File: src/hw/rtl/dns_nxdomain_reply_builder_top_assert.svh
// ----------------------------------------------------------------------------
// DNS NXDOMAIN reply builder assertion macros
// Shared concurrent assertion forms used by the reply builder modules.
// ----------------------------------------------------------------------------
`ifndef DNS_NXDOMAIN_REPLY_BUILDER_TOP_ASSERT_SVH
`define DNS_NXDOMAIN_REPLY_BUILDER_TOP_ASSERT_SVH

// Condition implies consequence in the same cycle.
`define DNR_ASSERT_NOW(lbl, cond, cons, msg) \
  lbl: assert property (@(posedge clk) disable iff (!rst_n) (cond) |-> (cons)) \
    else $error(msg);

// Condition implies consequence in the following cycle.
`define DNR_ASSERT_NEXT(lbl, cond, cons, msg) \
  lbl: assert property (@(posedge clk) disable iff (!rst_n) (cond) |=> (cons)) \
    else $error(msg);

`endif

File: src/hw/rtl/dnr_pkg.sv
`timescale 1ns / 1ps
// ----------------------------------------------------------------------------
// DNS NXDOMAIN reply builder package
// Types and constants shared by the reply builder modules and interfaces.
// ----------------------------------------------------------------------------
package dnr_pkg;

  typedef logic [7:0] byte_t;

  localparam byte_t HDR_LEN = 8'd12;
  localparam byte_t OFFSET_MAX = 8'd255;
  localparam logic [8:0] MAX_QUERY_LEN = 9'd192;
  localparam byte_t LABEL_TYPE_MASK = 8'hC0;
  localparam byte_t RCODE_NXDOMAIN = 8'h03;
  localparam logic [2:0] TAIL_LEN = 3'd4;

  typedef enum logic [4:0] {
    PH_HEADER = 5'b00001,
    PH_LEN    = 5'b00010,
    PH_BODY   = 5'b00100,
    PH_TAIL   = 5'b01000,
    PH_DONE   = 5'b10000
  } phase_t;

  typedef struct packed {
    byte_t out_byte;
    logic  out_keep;
    logic  out_last;
    logic  send_reply;
    byte_t reply_length;
  } result_t;

endpackage

File: src/hw/rtl/dnr_if.sv
`timescale 1ns / 1ps
// ----------------------------------------------------------------------------
// DNS NXDOMAIN reply builder channels
// Valid/ready channels for query bytes in and reply bytes out.
// ----------------------------------------------------------------------------
interface dnr_in_if;
  logic           valid;
  logic           ready;
  dnr_pkg::byte_t in_byte;
  logic           in_last;

  modport source (output valid, output in_byte, output in_last, input ready);
  modport sink (input valid, input in_byte, input in_last, output ready);
endinterface

interface dnr_out_if;
  logic           valid;
  logic           ready;
  dnr_pkg::byte_t out_byte;
  logic           out_keep;
  logic           out_last;
  logic           send_reply;
  dnr_pkg::byte_t reply_length;

  modport source (output valid, output out_byte, output out_keep, output out_last,
                  output send_reply, output reply_length, input ready);
  modport sink (input valid, input out_byte, input out_keep, input out_last,
                input send_reply, input reply_length, output ready);
endinterface

File: src/hw/rtl/dnr_core.sv
`timescale 1ns / 1ps
// ----------------------------------------------------------------------------
// DNS NXDOMAIN reply builder parser core
// Holds the per-packet parse state and forms one reply item per query byte.
// ----------------------------------------------------------------------------
module dnr_core (
  input  logic             clk,
  input  logic             rst_n,
  input  logic             en,
  input  dnr_pkg::byte_t   in_byte,
  input  logic             in_last,
  output dnr_pkg::result_t res
);
  import dnr_pkg::*;

  byte_t      off_r, off_nxt;
  logic       qp_r, qp_nxt;
  phase_t     phase_r, phase_nxt;
  logic [5:0] label_left_r, label_left_nxt;
  logic [2:0] tail_left_r, tail_left_nxt;
  byte_t      qend_r, qend_nxt;
  logic       mal_r, mal_nxt;

  byte_t      ob;
  logic       keep;
  logic [8:0] len;
  logic       ok;

  always_comb begin
    ob             = in_byte;
    keep           = 1'b0;
    qp_nxt         = qp_r;
    phase_nxt      = phase_r;
    label_left_nxt = label_left_r;
    tail_left_nxt  = tail_left_r;
    qend_nxt       = qend_r;
    mal_nxt        = mal_r;
    unique case (phase_r)
      PH_HEADER: begin
        if (off_r < HDR_LEN) begin
          keep = 1'b1;
          if (off_r == 8'd2) begin
            ob = {1'b1, 6'd0, in_byte[0]};
          end else if (off_r == 8'd3) begin
            ob = RCODE_NXDOMAIN;
          end else if (off_r >= 8'd6) begin
            ob = 8'd0;
          end
          if ((off_r == 8'd4 || off_r == 8'd5) && in_byte != 8'd0) begin
            qp_nxt = 1'b1;
          end
          if (off_r == HDR_LEN - 8'd1) begin
            if (qp_nxt) begin
              phase_nxt = PH_LEN;
            end else begin
              phase_nxt = PH_DONE;
              qend_nxt  = HDR_LEN;
            end
          end
        end
      end
      PH_LEN: begin
        if (in_byte == 8'd0) begin
          keep          = 1'b1;
          tail_left_nxt = TAIL_LEN;
          phase_nxt     = PH_TAIL;
        end else if ((in_byte & LABEL_TYPE_MASK) != 8'd0) begin
          mal_nxt   = 1'b1;
          phase_nxt = PH_DONE;
        end else begin
          keep           = 1'b1;
          label_left_nxt = in_byte[5:0];
          phase_nxt      = PH_BODY;
        end
      end
      PH_BODY: begin
        keep           = 1'b1;
        label_left_nxt = label_left_r - 6'd1;
        if (label_left_nxt == 6'd0) begin
          phase_nxt = PH_LEN;
        end
      end
      PH_TAIL: begin
        keep          = 1'b1;
        tail_left_nxt = tail_left_r - 3'd1;
        if (tail_left_nxt == 3'd0) begin
          qend_nxt  = (off_r != OFFSET_MAX) ? off_r + 8'd1 : OFFSET_MAX;
          phase_nxt = PH_DONE;
        end
      end
      default: begin
      end
    endcase

    len = {1'b0, off_r} + 9'd1;
    ok  = !mal_nxt && (phase_nxt == PH_DONE) && (len >= {1'b0, HDR_LEN}) &&
          (len <= MAX_QUERY_LEN) && ({1'b0, qend_nxt} <= len);

    res.out_byte     = ob;
    res.out_keep     = keep;
    res.out_last     = in_last;
    res.send_reply   = in_last && ok;
    res.reply_length = (in_last && ok) ? qend_nxt : 8'd0;

    if (in_last) begin
      off_nxt        = 8'd0;
      qp_nxt         = 1'b0;
      phase_nxt      = PH_HEADER;
      label_left_nxt = 6'd0;
      tail_left_nxt  = 3'd0;
      qend_nxt       = HDR_LEN;
      mal_nxt        = 1'b0;
    end else begin
      off_nxt = (off_r != OFFSET_MAX) ? off_r + 8'd1 : off_r;
    end
  end

  always_ff @(posedge clk) begin
    if (!rst_n) begin
      off_r        <= 8'd0;
      qp_r         <= 1'b0;
      phase_r      <= PH_HEADER;
      label_left_r <= 6'd0;
      tail_left_r  <= 3'd0;
      qend_r       <= HDR_LEN;
      mal_r        <= 1'b0;
    end else if (en) begin
      off_r        <= off_nxt;
      qp_r         <= qp_nxt;
      phase_r      <= phase_nxt;
      label_left_r <= label_left_nxt;
      tail_left_r  <= tail_left_nxt;
      qend_r       <= qend_nxt;
      mal_r        <= mal_nxt;
    end
  end

  `include "dns_nxdomain_reply_builder_top_assert.svh"

  `DNR_ASSERT_NEXT(a_last_clears_offset, en && in_last, off_r == 8'd0,
                   "offset not cleared after final byte")
  `DNR_ASSERT_NOW(a_body_has_count, phase_r == PH_BODY, label_left_r != 6'd0,
                  "label body entered with zero count")
  `DNR_ASSERT_NOW(a_tail_has_count, phase_r == PH_TAIL, tail_left_r != 3'd0,
                  "tail entered with zero count")
endmodule

File: src/hw/rtl/dns_nxdomain_reply_builder_top.sv
`timescale 1ns / 1ps
// ----------------------------------------------------------------------------
// DNS NXDOMAIN reply builder
// Rewrites a DNS query into an NXDOMAIN reply header and decides send or drop.
// ----------------------------------------------------------------------------
// Query bytes enter on in_ch, one item per byte, with in_last on the final
// byte of the payload. Each accepted item yields exactly one item on out_ch
// carrying the reply byte at the same offset, a keep flag for header and
// question bytes, and on the final byte the send verdict and reply length.
// An item passes an input register and then a result register before its
// result is on out_ch, where the receiver can take it. One item is accepted
// every cycle while out_ch keeps up; the rate is set by the parse state
// update between the two registers.
// When out_ch stalls, the result register holds its item and the input
// register still takes one more byte; after that in_ch.ready drops until the
// receiver takes the waiting result.
// Synchronous reset empties both registers and returns the parser to the
// start of a packet; the block takes items in the first cycle after reset.
// ----------------------------------------------------------------------------
module dns_nxdomain_reply_builder_top (
  input logic      clk,
  input logic      rst_n,
  dnr_in_if.sink   in_ch,
  dnr_out_if.source out_ch
);
  import dnr_pkg::*;

  logic    s1_valid_r, s1_valid_nxt;
  byte_t   s1_byte_r;
  logic    s1_last_r;
  logic    out_valid_r, out_valid_nxt;
  result_t out_r;
  result_t res;
  logic    adv;
  logic    in_acc;

  assign adv    = s1_valid_r && (!out_valid_r || out_ch.ready);
  assign in_acc = in_ch.valid && in_ch.ready;
  assign in_ch.ready = !s1_valid_r || adv;

  always_comb begin
    if (in_acc) begin
      s1_valid_nxt = 1'b1;
    end else if (adv) begin
      s1_valid_nxt = 1'b0;
    end else begin
      s1_valid_nxt = s1_valid_r;
    end
    if (adv) begin
      out_valid_nxt = 1'b1;
    end else if (out_ch.ready) begin
      out_valid_nxt = 1'b0;
    end else begin
      out_valid_nxt = out_valid_r;
    end
  end

  dnr_core u_core (
    .clk     (clk),
    .rst_n   (rst_n),
    .en      (adv),
    .in_byte (s1_byte_r),
    .in_last (s1_last_r),
    .res     (res)
  );

  always_ff @(posedge clk) begin
    if (!rst_n) begin
      s1_valid_r  <= 1'b0;
      out_valid_r <= 1'b0;
    end else begin
      s1_valid_r  <= s1_valid_nxt;
      out_valid_r <= out_valid_nxt;
    end
  end

  always_ff @(posedge clk) begin
    if (in_acc) begin
      s1_byte_r <= in_ch.in_byte;
      s1_last_r <= in_ch.in_last;
    end
    if (adv) begin
      out_r <= res;
    end
  end

  assign out_ch.valid        = out_valid_r;
  assign out_ch.out_byte     = out_r.out_byte;
  assign out_ch.out_keep     = out_r.out_keep;
  assign out_ch.out_last     = out_r.out_last;
  assign out_ch.send_reply   = out_r.send_reply;
  assign out_ch.reply_length = out_r.reply_length;

  `include "dns_nxdomain_reply_builder_top_assert.svh"

  `DNR_ASSERT_NOW(a_send_on_last, out_valid_r && out_r.send_reply, out_r.out_last,
                  "send verdict on a byte that is not the final one")
  `DNR_ASSERT_NOW(a_len_range, out_valid_r && out_r.send_reply,
                  (out_r.reply_length >= HDR_LEN &&
                   ({1'b0, out_r.reply_length} <= MAX_QUERY_LEN)),
                  "reply length out of range")
  `DNR_ASSERT_NOW(a_drop_len_zero, out_valid_r && !out_r.send_reply,
                  out_r.reply_length == 8'd0, "nonzero length on dropped query")
endmodule
File: src/flat_wrapper.sv
// flat-port wrapper written by rule: the top's interface ports become plain ports
module dns_nxdomain_reply_builder_top_flat import dnr_pkg::*;
  (clk, rst_n, in_ch_valid, in_ch_in_byte, in_ch_in_last, in_ch_ready, out_ch_valid, out_ch_out_byte, out_ch_out_keep, out_ch_out_last, out_ch_send_reply, out_ch_reply_length, out_ch_ready);
  dnr_in_if in_ch_i ();
  dnr_out_if out_ch_i ();
  input logic clk;
  input logic rst_n;
  input wire logic [$bits(in_ch_i.valid)-1:0] in_ch_valid;
  input wire logic [$bits(in_ch_i.in_byte)-1:0] in_ch_in_byte;
  input wire logic [$bits(in_ch_i.in_last)-1:0] in_ch_in_last;
  output wire logic [$bits(in_ch_i.ready)-1:0] in_ch_ready;
  output wire logic [$bits(out_ch_i.valid)-1:0] out_ch_valid;
  output wire logic [$bits(out_ch_i.out_byte)-1:0] out_ch_out_byte;
  output wire logic [$bits(out_ch_i.out_keep)-1:0] out_ch_out_keep;
  output wire logic [$bits(out_ch_i.out_last)-1:0] out_ch_out_last;
  output wire logic [$bits(out_ch_i.send_reply)-1:0] out_ch_send_reply;
  output wire logic [$bits(out_ch_i.reply_length)-1:0] out_ch_reply_length;
  input wire logic [$bits(out_ch_i.ready)-1:0] out_ch_ready;
  assign in_ch_i.valid = in_ch_valid;
  assign in_ch_i.in_byte = in_ch_in_byte;
  assign in_ch_i.in_last = in_ch_in_last;
  assign in_ch_ready = in_ch_i.ready;
  assign out_ch_valid = out_ch_i.valid;
  assign out_ch_out_byte = out_ch_i.out_byte;
  assign out_ch_out_keep = out_ch_i.out_keep;
  assign out_ch_out_last = out_ch_i.out_last;
  assign out_ch_send_reply = out_ch_i.send_reply;
  assign out_ch_reply_length = out_ch_i.reply_length;
  assign out_ch_i.ready = out_ch_ready;
  dns_nxdomain_reply_builder_top u_core (.clk(clk), .rst_n(rst_n), .in_ch(in_ch_i), .out_ch(out_ch_i));
endmodule
File: config.mk
export PLATFORM = sky130hd
export DESIGN_NAME = dns_nxdomain_reply_builder_top_flat
export DESIGN_NICKNAME = d
export VERILOG_FILES = /design/src/hw/rtl/dnr_pkg.sv /design/src/hw/rtl/dnr_if.sv /design/src/hw/rtl/dnr_core.sv /design/src/hw/rtl/dns_nxdomain_reply_builder_top.sv /design/src/flat_wrapper.sv
export VERILOG_INCLUDE_DIRS = /design/src /design/src/hw/rtl
export SDC_FILE = /design/constraint.sdc
export NUM_CORES = 1
export LEC_CHECK = 0
export BUFFER_PORTS_ARGS = -buffer_cell sky130_fd_sc_hd__buf_2
export CELL_PAD_IN_SITES_DETAIL_PLACEMENT = 0
export CELL_PAD_IN_SITES_GLOBAL_PLACEMENT = 1
export CORE_UTILIZATION = 46
export DETAILED_ROUTE_END_ITERATION = 8
export GPL_TIMING_DRIVEN = 0
export MAX_ROUTING_LAYER = met4
export PLACE_DENSITY_LB_ADDON = 0.12
export SKIP_CTS_REPAIR_TIMING = 1
export SLEW_MARGIN = 20
export SYNTH_ARGS = -nofsm -noshare
export SYNTH_HDL_FRONTEND = slang
export SYNTH_SLANG_ARGS = --single-unit
File: constraint.sdc
create_clock -name clk -period 4.7 [get_ports clk]
set_input_delay 0.94 -clock clk [delete_from_list [all_inputs] [get_ports clk]]
set_output_delay 0.94 -clock clk [all_outputs]
set_load 0.01 [all_outputs]
Word level (Yosys, flattened, before mapping):

Index checks and enable logic that the tools add are counted.

* register bits: 62
* input port bits: 13
* output and inout bits: 21
* logic and storage cells: 118

* add/sub/neg operators: 4
* magnitude comparators: 5
* eq/ne operators: 14
* multiplexer cells: 48
* reductions and logical operators: 31

Operators with widths (number)
* $mux 8: 13
* $mux 5: 8
* $pmux 5 s4: 1
* $mux 6: 3
* $mux 1: 17
* $eq 8x2->1 const B: 2
* $eq 8x3->1 const B: 2
* $pmux 8 s2: 1
* $reduce_bool 8->1: 2
* $pmux 6 s2: 1
* $reduce_bool 2->1: 5
* $add 8x1->9 const B: 1
* $ge 9x4->1 const B: 1
* $le 8x9->1: 1
* $le 9x8->1 const B: 1
* $ne 3x2->1 const B: 3
* $add 8x1->8 const B: 1
* $eq 8x4->1 const B: 1
* $ge 8x3->1 const B: 1
* $logic_and 1x1->1: 8
* $logic_not 8->1: 1
* $lt 8x4->1 const B: 1
* $ne 8x8->1 const B: 1
* $logic_not 6->1: 1
* other kinds (18): 25

Longest topological paths before layout:

* depth after elaboration: 16
* depth in mapped cells: 14
* gate-level depth less buffers: 13

By module:

Synthesis repeated with hierarchy kept, for this count alone.

* cell total of the unflattened synthesis: 412
* area, all modules: 3678.5 µm²

Modules (own cells, without submodules)
* dnr_core: instances 1, cells each 375, area an instance 2733.9 µm², sequential area each 640.6 µm²
* dns_nxdomain_reply_builder_top: instances 1, cells each 37, area an instance 944.7 µm², sequential area each 880.8 µm²

Least setup slack after synthesis:

No wires, ideal clock.

* path kind: reg-to-reg
* start point: reg u_core.u_core.off_r[0]
* end point: reg u_core.out_r (netlist bit u_core.out_ch.reply_length[0]) (data pin)
* setup time: 0.133 ns
* arrival time: 3.251 ns
* required time: 4.567 ns
* setup slack: 1.316 ns
* cell stages (with the launch flop): 14
* buffers on the path: 2
* period minus slack after synthesis: 3.384 ns
* path through: dfxtp_1 ha_1 clkbuf_1 buf_2 and3_1 a31oi_1 a22o_1 ha_1 o21a_1 o211ai_1 nand2_1 a311o_2 a2111oi_4 and3b_1

* cells in the longest elaborated chain, start to end: 16
* elaborated cells on any way between the ends: 31
* classes of those cells: 2 x add/sub; 4 x order compare; 5 x eq/ne; 13 x mux; 7 x reduce/logical

Ends and longest elaborated chain
* start, declared: RTL line dnr_core.sv:16 `byte_t off_r, off_nxt;`
* start signal, assigned: RTL line dnr_core.sv:128 `off_r <= off_nxt;`
* parallel branches: the longest is 16 deep, another holds $le 8x9->1
* end signal, assigned: RTL line dns_nxdomain_reply_builder_top.sv:83 `out_r <= res;`
* end, declared: RTL line dns_nxdomain_reply_builder_top.sv:32 `result_t out_r;`

Parallel ways; which one is timed is not known. The select of a mux whose other input is x is not followed.
A chain may end at the register's enable or synchronous reset.

Worst setup path after layout:

* start point: reg u_core.u_core.off_r[0]
* end point: reg u_core.out_r (netlist bit u_core.out_ch.reply_length[1]) (data pin)

Same word-level chain as after synthesis.

==> flow_metrics.env <==
export IMPL_viasPerCell=5.46
export IMPL_vdd_ir_drop_max_uv=167
export IMPL_grt_start_max_net_pins=29
export IMPL_hp_class="reg2reg"
export IMPL_yosysUniqueCellTypes=61
export IMPL_holdPathEnd="u_core.u_core.mal_r"
export IMPL_final_antenna_net_count=0
export IMPL_cp_max_fo=10
export IMPL_seqCellArea_sq_um=1520
export IMPL_drv_cap=0
export IMPL_avgRoutedWirePerCell_um=16.1
export IMPL_reg2reg_slack_ps=480
export IMPL_yosysWarnings=0
export IMPL_cts_buffer_depth=2
export IMPL_ys_seq_area_share_pct=42.8
export IMPL_first_iter_violations=101
export IMPL_gp_congestion=0.906
export IMPL_slew_viol_final=0
export IMPL_syn_nets=413
export IMPL_slew_headroom_pct=52.8
export IMPL_crit_type="reg2reg"
export IMPL_cts_clk_slew_worst_paths_ps=70
export IMPL_worstHoldStart="u_core.u_core.mal_r"
export IMPL_multi_input_area_sq_um=1890
export IMPL_tightest_slew_ps=701
export IMPL_final_layout_size_suffix_gt1_share_pct=17.1
export IMPL_cellPowerDensity_nw_per_um2=288
export IMPL_vias=2907
export IMPL_crit_path_top_delay_cell="dfxtp_1"
export IMPL_die_w_um=89.9
export IMPL_dp_hpwl_um=6400
export IMPL_synthFlopType="dfxtp_1"
export IMPL_min_delay_path_depth=2
export IMPL_leakage_nw=1.53
export IMPL_cts_buffers=9
export IMPL_grt_setup_unrepaired="false"
export IMPL_clock_latency_ps=350
export IMPL_die_h_um=89.9
export IMPL_fmax_ghz=0.237
export IMPL_dr_pass1_iters=4
export IMPL_synth_edf_count=28
export IMPL_fin_crit_ps=4220
export IMPL_rr_startpoint="u_core.u_core.off_r[0]"
export IMPL_ctsHtreeMaxLevel=3
export IMPL_rows=31
export IMPL_port_buffer_count=33
export IMPL_ios=34
export IMPL_crit_arrival_ps=4430
export IMPL_grt_ovfl_total=0
export IMPL_drt_wl_total_um=8570
export IMPL_drc=0
export IMPL_start_util_pct=48.2
export IMPL_setup_viol=0
export IMPL_antenna_found_initial=0
export IMPL_avgSynthCellArea_sq_um=9.25
export IMPL_outcome="finished clean"
export IMPL_grt_pass1_vias=2849
export IMPL_crit_buf_inv=2
export IMPL_hold_viol=0
export IMPL_worst_r2r_cell_count=14
export IMPL_synth_seq_cells=62
export IMPL_fin_ws_ps=485
export IMPL_timing_rr_end="u_core.out_ch.reply_length[1]"
export IMPL_cts_tree="built"
export IMPL_cp_top_family="compound AO/OA/AOI/OAI gates"
export IMPL_finalCritPeriodShare_pct=89.7
export IMPL_start_kind="flip-flop"
export IMPL_fin_skew_ps=7.82
export IMPL_dieArea_sq_um=8080
export IMPL_fin_tns_setup_ps=0
export IMPL_area_delta_synth_final_pct=14.6
export IMPL_async_flop_share_pct=0
export IMPL_preCtsSetupSlack_ps=528
export IMPL_worstPathCellList="ha_1, clkbuf_1, buf_2, nand3_1, xor2_1, nand2_1, a22o_1, ha_1, o21a_1, o211ai_1, nand2_1, a311o_2, a2111oi_4, and3_1"
export IMPL_cp_end_kind="flip-flop"
export IMPL_cts_num_sinks=62
export IMPL_cts_root_buf="clkbuf_8"
export IMPL_total_power_mw=1.17
export IMPL_grt_pass1_wl_um=14300
export IMPL_n_fill_cell=692
export IMPL_required_ps=4920
export IMPL_final_cell_mix="buf_2 (35), nor2_1 (35), nand2_1 (34), dfxtp_1 (34), edfxtp_1 (28)"
export IMPL_place_area_sq_um=3850
export IMPL_nNetsFinal=457
export IMPL_grt_usage_pct=23.4
export IMPL_coreArea_sq_um=7370
export IMPL_final_cell_area_sq_um=4070
export IMPL_syn_area_sq_um=3550
export IMPL_num_antenna_cells=0
export IMPL_syn_inst=384
export IMPL_slowest_delay_ps=540
[kinds of logic after synthesis]
| family | share of synthesized area [%] |
|---|---|
| simple gates | 24.3 |
| fa+ha+maj | 5.64 |
| compound gates | 20.7 |
| xor+xnor | 2.47 |
| buf+inv | 3.98 |
| flops | 42.8 |
[synth_stat cells, types with 5 or more instances]
| cell type | instances | area share, % |
|---|---|---|
| nor2_1 | 35 | 3.7 |
| dfxtp_1 | 34 | 19 |
| nand2_1 | 34 | 3.6 |
| edfxtp_1 | 28 | 24 |
| a21oi_1 | 27 | 3.8 |
| o21ai_0 | 25 | 3.5 |
| nor2b_1 | 17 | 3.0 |
| ha_1 | 16 | 5.6 |
| inv_1 | 13 | 1.4 |
| and2_1 | 12 | 2.1 |
| and3_1 | 12 | 2.1 |
| clkbuf_1 | 11 | 1.2 |
| nand3_1 | 9 | 1.3 |
| a22oi_1 | 8 | 1.7 |
| nand3b_1 | 6 | 1.3 |
| nor3_1 | 6 | 0.85 |
| a22o_1 | 5 | 1.2 |
| a31oi_1 | 5 | 0.88 |
| nand2b_1 | 5 | 0.88 |
| xnor2_1 | 5 | 1.2 |
| xor2_1 | 5 | 1.2 |
[power breakdown]
part	switching, mW	total [mW]	internal [mW]
registers	0.00767	0.585	0.577
logic	0.0370	0.0574	0.0204
clock network	0.229	0.529	0.300
[flip-flops by register name, summed over array words and instances, names as in the netlist]
signal	count
u_core.u_core.phase_r	5
u_core.s1_last_r	1
u_core.u_core.tail_left_r	3
u_core.s1_byte_r	8
u_core.u_core.qend_r	8
u_core.out_ch.valid	1
u_core.s1_valid_r	1
u_core.out_ch.send_reply	1
u_core.out_ch.out_byte	8
u_core.u_core.label_left_r	6
u_core.u_core.off_r	8
u_core.out_ch.reply_length	8
u_core.u_core.mal_r	1
u_core.out_ch.out_keep	1
u_core.out_ch.out_last	1
u_core.u_core.qp_r	1
[worst reg2reg max path: stages, from the launching register on]
cell and delay, ps:
dfxtp_1 540, ha_1 350, clkbuf_1 360, buf_2 310, nand3_1 120, xor2_1 370, nand2_1 140, a22o_1 230
ha_1 300, o21a_1 170, o211ai_1 150, nand2_1 80, a311o_2 340, a2111oi_4 390, and3_1 240
[worst max path at each step]
stage | start | to | slack, ps | cells after the start
5_1_grt | u_core.u_core.off_r[0] | u_core.out_ch.reply_length[4] | 240 | 14
3_5_place_dp | u_core.u_core.off_r[0] | u_core.out_ch.reply_length[5] | 530 | 14
2_1_floorplan | u_core.u_core.off_r[0] | u_core.out_ch.reply_length[0] | 1320 | 13
4_1_cts | u_core.u_core.off_r[0] | u_core.out_ch.reply_length[5] | 520 | 14
3_3_place_gp | u_core.u_core.off_r[0] | u_core.out_ch.reply_length[6] | 530 | 14
6_report | u_core.u_core.off_r[0] | u_core.out_ch.reply_length[1] | 480 | 14
[metrics by stage]
step	cells	util, %	hold slack [ps]
2_1_floorplan	384	-	428
3_3_place_gp	516	52.1	443
3_5_place_dp	516	52.2	461
4_1_cts	532	55.2	479
5_1_grt	532	55.2	540
6_report	532	55.2	488
[layer usage]
layer	part of all wire, %	GRT usage (%)	vias up
met5	0	-	-
met4	1.9	9.27	0
met3	2.8	4.15	13
met2	46	36.7	52
met1	49	30.1	1357
li1	-	-	1485
[layout make-up]
type,instances,share of cell area (%)
Tap cell,99,3.04
Clock buffer,9,3.04
Clock inverter,7,2.43
Inverter,13,1.20
Timing Repair Buffer,33,4.06
Sequential cell,62,37.4
Buffer,18,2.31
Multi-Input combinational cell,291,46.5
(Power assumes the default switching activity.)
